===== config.mk =====
export PLATFORM = sky130hd
export DESIGN_NAME = packet_block_rule_check
export DESIGN_NICKNAME = d
export VERILOG_FILES = /design/src/hw/rtl/pbrc_pkg.sv /design/src/hw/rtl/pbrc_cam.sv /design/src/hw/rtl/packet_block_rule_check.sv
export VERILOG_INCLUDE_DIRS = /design/src /design/src/hw/rtl
export SDC_FILE = /design/constraint.sdc
export NUM_CORES = 2
export LEC_CHECK = 0
export BUFFER_PORTS_ARGS = -buffer_cell sky130_fd_sc_hd__clkbuf_2
export CORE_UTILIZATION = 45
export CTS_CLUSTER_DIAMETER = 40
export DETAILED_ROUTE_END_ITERATION = 8
export PLACE_DENSITY_LB_ADDON = 0.05
export RECOVER_POWER = 100
export SETUP_SLACK_MARGIN = 0.3
export SYNTH_ARGS = -nofsm -noshare
export SYNTH_HDL_FRONTEND = slang
export SYNTH_SLANG_ARGS = --single-unit

===== constraint.sdc =====
create_clock -name clk -period 6.4 [get_ports clk]
set_input_delay 0.32 -clock clk [delete_from_list [all_inputs] [get_ports clk]]
set_output_delay 0.32 -clock clk [all_outputs]
set_load 0.05 [all_outputs]

===== src/hw/rtl/packet_block_rule_check_assert.svh =====
// Assertion macros for the packet block rule check.
// Included by the top level; the macros expand to nothing under SYNTHESIS.
`ifndef PACKET_BLOCK_RULE_CHECK_ASSERT_SVH
`define PACKET_BLOCK_RULE_CHECK_ASSERT_SVH
`ifndef SYNTHESIS
`define PBRC_ASSERT(lbl, clk, rst_n, prop) \
	lbl: assert property (@(posedge clk) disable iff (!rst_n) prop) \
		else $error("pbrc assertion failed");
`define PBRC_ASSERT_ALWAYS(lbl, clk, prop) \
	lbl: assert property (@(posedge clk) prop) \
		else $error("pbrc assertion failed");
`else
`define PBRC_ASSERT(lbl, clk, rst_n, prop)
`define PBRC_ASSERT_ALWAYS(lbl, clk, prop)
`endif
`endif


===== src/hw/rtl/pbrc_pkg.sv =====
// Shared types and constants for the packet block rule check.
// Used by pbrc_cam and packet_block_rule_check; depends on nothing.
package pbrc_pkg;

	localparam int unsigned CMD_W    = 3;
	localparam int unsigned ADDR_W   = 32;
	localparam int unsigned PORT_W   = 16;
	localparam int unsigned APP_W    = 5;
	localparam int unsigned REASON_W = 2;

	typedef enum logic [CMD_W-1:0] {
		CMD_CHECK       = 3'd0,
		CMD_ADD_ADDR    = 3'd1,
		CMD_REMOVE_ADDR = 3'd2,
		CMD_ADD_PORT    = 3'd3,
		CMD_REMOVE_PORT = 3'd4,
		CMD_ADD_APP     = 3'd5,
		CMD_REMOVE_APP  = 3'd6,
		CMD_CLEAR       = 3'd7
	} cmd_t;

	typedef enum logic [REASON_W-1:0] {
		REASON_PASS = 2'd0,
		REASON_ADDR = 2'd1,
		REASON_PORT = 2'd2,
		REASON_APP  = 2'd3
	} reason_t;

	typedef struct packed {
		logic add;
		logic remove;
		logic clear;
	} cam_op_t;

	typedef struct packed {
		logic hit;
		logic full;
	} cam_stat_t;

endpackage


===== src/hw/rtl/pbrc_cam.sv =====
// Key table with valid marks, compared against one key in all entries at once.
// Depends on pbrc_pkg for the operation and status structs.
module pbrc_cam #(
	parameter int unsigned Depth = 64,
	parameter int unsigned KeyW  = 32
) (
	input  logic                clk,
	input  logic                arst_n,
	input  logic                en,
	input  pbrc_pkg::cam_op_t   op,
	input  logic [KeyW-1:0]     key,
	output pbrc_pkg::cam_stat_t stat
);

	logic [KeyW-1:0]  key_q [Depth];
	logic [Depth-1:0] valid_q;
	logic [Depth-1:0] match;
	logic [Depth-1:0] free;
	logic [Depth-1:0] free_first;
	logic             insert;

	for (genvar i = 0; i < Depth; i++) begin : g_entry
		assign match[i] = valid_q[i] && (key_q[i] == key);

		always_ff @(posedge clk) begin
			if (en && insert && free_first[i]) begin
				key_q[i] <= key;
			end
		end
	end

	// The lowest free entry is isolated as a one-hot vector.
	assign free       = ~valid_q;
	assign free_first = free & (~free + Depth'(1));

	assign stat.hit  = |match;
	assign stat.full = &valid_q;
	assign insert    = op.add && !stat.hit && !stat.full;

	always_ff @(posedge clk or negedge arst_n) begin
		if (!arst_n) begin
			valid_q <= '0;
		end else if (en) begin
			if (op.clear) begin
				valid_q <= '0;
			end else if (insert) begin
				valid_q <= valid_q | free_first;
			end else if (op.remove) begin
				valid_q <= valid_q & ~match;
			end
		end
	end

endmodule


===== src/hw/rtl/packet_block_rule_check.sv =====
// Top level of the packet block rule check: request register, tables and result register.
// Depends on pbrc_pkg, pbrc_cam and packet_block_rule_check_assert.svh.
//
// Each request carries a command with an address, a port and an application code.
// Commands add or remove a blocked address, port or application, clear all lists,
// or check a packet against the lists. Every request produces exactly one response
// with block_reason (pass, address, port or application) and status (set when an
// add found its table full and was dropped).
// Both channels use valid and ready. A request is registered on acceptance, and its
// response is registered from the request register once the response register is
// empty or being taken. The tables are compared in all entries at once, so one
// request is accepted in every cycle while the response side keeps taking results.
// When rsp_ready is low the response is held, and the request register holds one
// more request before req_ready drops.
// Reset clears all valid marks, the application bitmap and both valid flags; the
// block accepts requests from the first cycle after reset.
`include "packet_block_rule_check_assert.svh"

module packet_block_rule_check #(
	parameter int unsigned ADDRESS_ENTRIES = 64,
	parameter int unsigned PORT_ENTRIES    = 32,
	parameter int unsigned APP_KINDS       = 32
) (
	input  logic                            clk,
	input  logic                            arst_n,
	input  logic                            req_valid,
	output logic                            req_ready,
	input  logic [pbrc_pkg::CMD_W-1:0]      command,
	input  logic [pbrc_pkg::ADDR_W-1:0]     address,
	input  logic [pbrc_pkg::PORT_W-1:0]     port_number,
	input  logic [pbrc_pkg::APP_W-1:0]      app_code,
	output logic                            rsp_valid,
	input  logic                            rsp_ready,
	output logic [pbrc_pkg::REASON_W-1:0]   block_reason,
	output logic                            status
);

	logic                          valid_s1;
	pbrc_pkg::cmd_t                cmd_s1;
	logic [pbrc_pkg::ADDR_W-1:0]   address_s1;
	logic [pbrc_pkg::PORT_W-1:0]   port_s1;
	logic [pbrc_pkg::APP_W-1:0]    app_s1;

	logic                          rsp_valid_q;
	pbrc_pkg::reason_t             block_reason_q;
	logic                          status_q;

	logic                          advance;
	pbrc_pkg::cam_op_t             addr_op;
	pbrc_pkg::cam_op_t             port_op;
	pbrc_pkg::cam_stat_t           addr_stat;
	pbrc_pkg::cam_stat_t           port_stat;
	logic [APP_KINDS-1:0]          app_blocked_q;
	logic [APP_KINDS-1:0]          app_sel;
	logic                          app_hit;
	pbrc_pkg::reason_t             reason_d;
	logic                          status_d;

	assign advance   = valid_s1 && (!rsp_valid_q || rsp_ready);
	assign req_ready = !valid_s1 || advance;

	always_ff @(posedge clk or negedge arst_n) begin
		if (!arst_n) begin
			valid_s1 <= 1'b0;
		end else if (req_ready) begin
			valid_s1 <= req_valid;
		end
	end

	always_ff @(posedge clk) begin
		if (req_valid && req_ready) begin
			cmd_s1     <= pbrc_pkg::cmd_t'(command);
			address_s1 <= address;
			port_s1    <= port_number;
			app_s1     <= app_code;
		end
	end

	pbrc_cam #(
		.Depth (ADDRESS_ENTRIES),
		.KeyW  (pbrc_pkg::ADDR_W)
	) u_addr_cam (
		.clk    (clk),
		.arst_n (arst_n),
		.en     (advance),
		.op     (addr_op),
		.key    (address_s1),
		.stat   (addr_stat)
	);

	pbrc_cam #(
		.Depth (PORT_ENTRIES),
		.KeyW  (pbrc_pkg::PORT_W)
	) u_port_cam (
		.clk    (clk),
		.arst_n (arst_n),
		.en     (advance),
		.op     (port_op),
		.key    (port_s1),
		.stat   (port_stat)
	);

	// Application codes at or beyond APP_KINDS select no bit at all.
	for (genvar k = 0; k < APP_KINDS; k++) begin : g_app
		assign app_sel[k] = (7'(app_s1) == 7'(k));
	end
	assign app_hit = |(app_blocked_q & app_sel);

	always_comb begin
		addr_op  = '0;
		port_op  = '0;
		reason_d = pbrc_pkg::REASON_PASS;
		status_d = 1'b0;
		case (cmd_s1)
			pbrc_pkg::CMD_CHECK: begin
				if (addr_stat.hit) begin
					reason_d = pbrc_pkg::REASON_ADDR;
				end else if (port_stat.hit) begin
					reason_d = pbrc_pkg::REASON_PORT;
				end else if (app_hit) begin
					reason_d = pbrc_pkg::REASON_APP;
				end
			end
			pbrc_pkg::CMD_ADD_ADDR: begin
				addr_op.add = 1'b1;
				status_d    = !addr_stat.hit && addr_stat.full;
			end
			pbrc_pkg::CMD_REMOVE_ADDR: begin
				addr_op.remove = 1'b1;
			end
			pbrc_pkg::CMD_ADD_PORT: begin
				port_op.add = 1'b1;
				status_d    = !port_stat.hit && port_stat.full;
			end
			pbrc_pkg::CMD_REMOVE_PORT: begin
				port_op.remove = 1'b1;
			end
			pbrc_pkg::CMD_CLEAR: begin
				addr_op.clear = 1'b1;
				port_op.clear = 1'b1;
			end
			default: begin
			end
		endcase
	end

	always_ff @(posedge clk or negedge arst_n) begin
		if (!arst_n) begin
			app_blocked_q <= '0;
		end else if (advance) begin
			case (cmd_s1)
				pbrc_pkg::CMD_ADD_APP: begin
					app_blocked_q <= app_blocked_q | app_sel;
				end
				pbrc_pkg::CMD_REMOVE_APP: begin
					app_blocked_q <= app_blocked_q & ~app_sel;
				end
				pbrc_pkg::CMD_CLEAR: begin
					app_blocked_q <= '0;
				end
				default: begin
				end
			endcase
		end
	end

	always_ff @(posedge clk or negedge arst_n) begin
		if (!arst_n) begin
			rsp_valid_q <= 1'b0;
		end else if (advance) begin
			rsp_valid_q <= 1'b1;
		end else if (rsp_ready) begin
			rsp_valid_q <= 1'b0;
		end
	end

	always_ff @(posedge clk) begin
		if (advance) begin
			block_reason_q <= reason_d;
			status_q       <= status_d;
		end
	end

	assign rsp_valid    = rsp_valid_q;
	assign block_reason = block_reason_q;
	assign status       = status_q;

	`PBRC_ASSERT(a_full_only_on_add, clk, arst_n, rsp_valid_q && status_q |-> block_reason_q == pbrc_pkg::REASON_PASS)
	`PBRC_ASSERT(a_stall_only_when_held, clk, arst_n, !req_ready |-> valid_s1 && rsp_valid_q && !rsp_ready)
	`PBRC_ASSERT(a_clear_empties, clk, arst_n, advance && cmd_s1 == pbrc_pkg::CMD_CLEAR |=> !addr_stat.hit && !port_stat.hit && !addr_stat.full && !port_stat.full && !app_hit)
	`PBRC_ASSERT_ALWAYS(a_reset_no_rsp, clk, !arst_n |=> !rsp_valid_q)

endmodule

==> flow_metrics.py <==
metrics = {
    "power_and_ir_drop": {
        "power_density_mw_per_mm2": 339,
        "max-vdd-ir-drop_uv": 260,
        "design_power_total_w": 0.0469,
        "leakage_nw": 43.2,
    },
    "layout": {
        "design.final.nets": 8009,
        "stdcell_area_mm2": 0.138,
        "layout.cells.most_common_list": "sky130_fd_sc_hd__edfxtp_1, sky130_fd_sc_hd__xnor2_1, sky130_fd_sc_hd__nand4_1",
        "postLayoutCoreUtil": 0.538,
        "multi_input_comb_area_mm2": 0.0321,
        "final-seq-area_mm2": 0.0819,
        "syn2layout_area_growth_pct": 18.7,
        "layout-drive-gt1-share": 0.131,
        "n_fill_cell": 20800,
        "mostFrequentLayoutCell": "sky130_fd_sc_hd__edfxtp_1",
    },
    "worst_setup_path": {
        "critical_path_arrival_ps": 6470,
        "cp_data_required_time_ps": 6880,
        "critPathMaxFanout": 32,
        "critical_path.endpoint_type": "flop",
        "slowest_delay_ps": 910,
        "cpLargestDelayFamily": "simple AND/OR/NAND/NOR gates",
        "worst_path_max_delay_cell": "sky130_fd_sc_hd__nor4_1",
        "startpoint_type": "flop",
        "worstPathCellList": "clkbuf_1, buf_12, clkbuf_1, xnor2_1, nand4_1, nor4_1, nand3_1, nand4_1, nor4_1, and4_1, and2_1, buf_4, nand2_1, nor3_1, buf_2",
        "cp_num_buf_inv": 5,
        "setup.worst_path.class": "flop to flop",
    },
    "logic_synthesis": {
        "synth_top_cells_by_area": "sky130_fd_sc_hd__edfxtp_1, sky130_fd_sc_hd__xnor2_1, sky130_fd_sc_hd__xor2_1, sky130_fd_sc_hd__nand4_1, sky130_fd_sc_hd__dfrtp_1",
        "avgSynthCellArea_um2": 15.9,
        "post_synthesis_xor_xnor_area_fraction": 0.193,
        "synthCells": 7339,
        "yosys.area.top_type_share": 0.675,
        "synth_seq_area_share": 0.703,
        "synth_cell_type_count": 67,
        "synth-adder-area-share": 0,
        "yosys.area.top_type": "sky130_fd_sc_hd__edfxtp_1",
        "ys.warnings.count": 0,
        "mappedNetlistNets": 7399,
        "async_reset_ff_frac": 0.0473,
        "yosys_most_used_dff": "sky130_fd_sc_hd__edfxtp_1",
        "synth_edf_count": 2619,
        "yosys_register_bits": 2749,
        "muxShareOfSynthArea": 0.000365,
        "synth_compound_gate_area_share": 0.0180,
        "synth_top_family_by_area": "XOR/XNOR gates",
        "post_synth_and_or_nand_nor_area_fraction": 0.0634,
        "netlist_area_mm2": 0.117,
    },
    "grt": {
        "global_route_wire_length_before_repair_um": 450000,
        "first_global_vias": 62800,
        "antenna_violations_before_repair": 17,
        "largest_net_degree_at_the_start_of_global_routing": 65,
        "overflow_after_grt": 0,
        "grt_usage": 0.235,
    },
    "timing": {
        "slew-limit-headroom": -2.00,
        "worst_slew_pin_slew_ps": 4510,
        "maxClockFrequency_mhz": 167,
        "final_hold_viol_count": 0,
        "timing.final.setup_violations": 0,
        "final.period_utilization": 0.936,
        "period_needed_ps": 5990,
        "finClkSkew_ps": 84.1,
        "grt_setup_unrepaired": "no",
        "slew_viol_final": 247,
    },
    "die": {
        "chipHeight_um": 511,
        "start_util": 0.453,
        "floorplan.rows": 186,
        "core_area_mm2": 0.257,
        "die_width_um": 511,
        "die_area_mm2": 0.261,
        "io_pins": 65,
    },
    "clock_tree": {
        "clock_tree.htree_level_count": 5,
        "clock_tree.root_cell": "sky130_fd_sc_hd__clkbuf_16",
        "clk_path_buf_depth": 4,
        "cts_resized": 0,
        "post_cts.repair.setup_buffers": 0,
        "clkSinkCount": 2749,
        "tritoncts": "done",
        "clock_buffer_count_from_cts": 437,
        "clock_latency_ps": 930,
        "clkSlewWorstSetupHoldPaths_ps": 60,
    },
    "route": {
        "wl_met2_um": 146000,
        "detailed_route_drc_error_count": 0,
        "detail-route-antenna-nets": 0,
        "drt_pass1_iterations": 7,
        "detailroute.wirelength.met3_um": 13500,
        "dr.first_iter.drc_count": 5352,
        "wl_per_cell_um": 26.5,
        "topRoutingLayerUsed": "met4",
        "detail_route.wirelength_um": 310000,
        "routed-via-count": 63100,
        "wl_met1_um": 142000,
        "post_drt_via_cell_ratio": 5.38,
    },
    "flow_run": {
        "cap_viol_max_count": 7,
    },
    "run_status": {
        "failed_checks": "capacitance limit, slew limit",
        "status": "finished, violations left",
    },
    "min_path": {
        "worst_min_path_class": "input pin to flop",
    },
    "place": {
        "post-dp-hpwl_um": 184000,
        "finalWeightedCongestion": 0.861,
        "placement.cell_area_mm2": 0.123,
        "io_buffers": 64,
    },
}
## what timing repair did
item / in CTS / in global routing
endpoints found under the setup margin: 0 / 0
hold endpoints to repair: 131 / 0
hold buffers: 62 / 0
## worst reg2reg max path, cell delays in order, from the launching register on
cell	delay [ps]
sky130_fd_sc_hd__edfxtp_1	410
sky130_fd_sc_hd__clkbuf_1	500
sky130_fd_sc_hd__buf_12	240
sky130_fd_sc_hd__clkbuf_1	690
sky130_fd_sc_hd__xnor2_1	230
sky130_fd_sc_hd__nand4_1	160
sky130_fd_sc_hd__nor4_1	910
sky130_fd_sc_hd__nand3_1	490
sky130_fd_sc_hd__nand4_1	250
sky130_fd_sc_hd__nor4_1	70
sky130_fd_sc_hd__and4_1	210
sky130_fd_sc_hd__and2_1	360
sky130_fd_sc_hd__buf_4	260
sky130_fd_sc_hd__nand2_1	260
sky130_fd_sc_hd__nor3_1	90
sky130_fd_sc_hd__buf_2	400
## stage by stage
stage / hold WS (ps) / setup slack [ps] / setup TNS (ps) / instances
2_1_floorplan: 24.4 / -673 / -68900 / 7339
3_3_place_gp: 258 / 777 / 0 / 10800
3_5_place_dp: 264 / 834 / 0 / 10800
4_1_cts: 49.5 / 760 / 0 / 11700
5_1_grt: 64.3 / 201 / 0 / 11700
6_report: 106 / 410 / 0 / 11700
## sequential cells by signal, summed over array words and instances, names as in the netlist
signal / count
u_addr_cam.valid_q: 64
port_s1: 16
rsp_valid: 1
u_port_cam.valid_q: 32
u_port_cam.key_q: 512
app_blocked_q: 32
cmd_s1: 3
u_addr_cam.key_q: 2048
address_s1: 32
valid_s1: 1
status: 1
app_s1: 5
block_reason: 2
## metal layers
layer,GRT usage,vias up
met5,0,-
met4,0.0676,0
met3,0.0304,512
met2,0.377,1590
met1,0.336,32500
li1,-,28500
## logic make-up (layout without fill, tap and decap cells)
| logic type | after synthesis | in the layout |
|---|---|---|
| xor+xnor | 2562 | 2562 |
| other cells | 0 | 7 |
| simple gates | 1260 | 1260 |
| buf+inv | 387 | 1373 |
| flops | 2749 | 2749 |
| compound gates | 377 | 377 |
| mux | 4 | 4 |
## area by class of cell
type                       count  area share
sequential                  2749       0.592
multi-input combinational   4203       0.232
clock buffer                 489      0.0817
timing repair buffer         511      0.0322
tap                         3384      0.0306
clock inverter               326      0.0295
inverter                      47     0.00128
antenna                        7    0.000127
## power by group
part           switching [W]  total, W  internal [W]
Clock                0.00876    0.0245        0.0157
Sequential          0.000114    0.0200        0.0198
Combinational        0.00159   0.00242      0.000833
Total                 0.0105    0.0469        0.0364
## worst paths after layout
kind                                          from                            endpoint  slack [ps]  depth (start not counted)
max in group asynchronous                   arst_n  u_addr_cam.valid_q[37]$_DFFE_PN0P_        1240                          4
setup reg to reg           address_s1[0]$_DFFE_PP_   u_addr_cam.key_q[1][12]$_DFFE_PP_         410                         15
hold / removal                         address[31]            address_s1[31]$_DFFE_PP_         110                          2
min in group asynchronous                   arst_n       app_blocked_q[18]$_DFFE_PN0P_        1690                          4
setup / recovery           address_s1[0]$_DFFE_PP_   u_addr_cam.key_q[1][12]$_DFFE_PP_         410                         15
hold reg to reg               valid_s1$_DFFE_PN0N_               rsp_valid$_DFFE_PN0P_         500                          1
## Yosys cell counts, types with 3 or more instances
master                     number
sky130_fd_sc_hd__or3_1          8
sky130_fd_sc_hd__edfxtp_1    2619
sky130_fd_sc_hd__nand3b_1       4
sky130_fd_sc_hd__nand2_2        3
sky130_fd_sc_hd__buf_2         33
sky130_fd_sc_hd__nand4_1      586
sky130_fd_sc_hd__and2_1         6
sky130_fd_sc_hd__a21oi_1      115
sky130_fd_sc_hd__clkbuf_1      41
sky130_fd_sc_hd__xor2_1       480
sky130_fd_sc_hd__inv_1         47
sky130_fd_sc_hd__o21ai_0      181
sky130_fd_sc_hd__nor3_1        54
sky130_fd_sc_hd__nor2b_1        7
sky130_fd_sc_hd__buf_1          5
sky130_fd_sc_hd__nor3_2         6
sky130_fd_sc_hd__buf_6         53
sky130_fd_sc_hd__nand2b_1       6
sky130_fd_sc_hd__nand3_1       76
sky130_fd_sc_hd__a22o_1         5
sky130_fd_sc_hd__nor4b_1        3
sky130_fd_sc_hd__xnor2_1     2082
sky130_fd_sc_hd__a22oi_1       21
sky130_fd_sc_hd__o31ai_1       16
sky130_fd_sc_hd__nor2_1        70
sky130_fd_sc_hd__a31oi_1        3
sky130_fd_sc_hd__a221oi_1       3
sky130_fd_sc_hd__o21ai_1       11
sky130_fd_sc_hd__nand3_2        5
sky130_fd_sc_hd__dfrtp_1      130
sky130_fd_sc_hd__and4_1         7
sky130_fd_sc_hd__and3_1         9
sky130_fd_sc_hd__buf_4        208
sky130_fd_sc_hd__nor4_1       271
sky130_fd_sc_hd__nand2_1      119
Note: power is estimated with default switching activity, not from simulation.
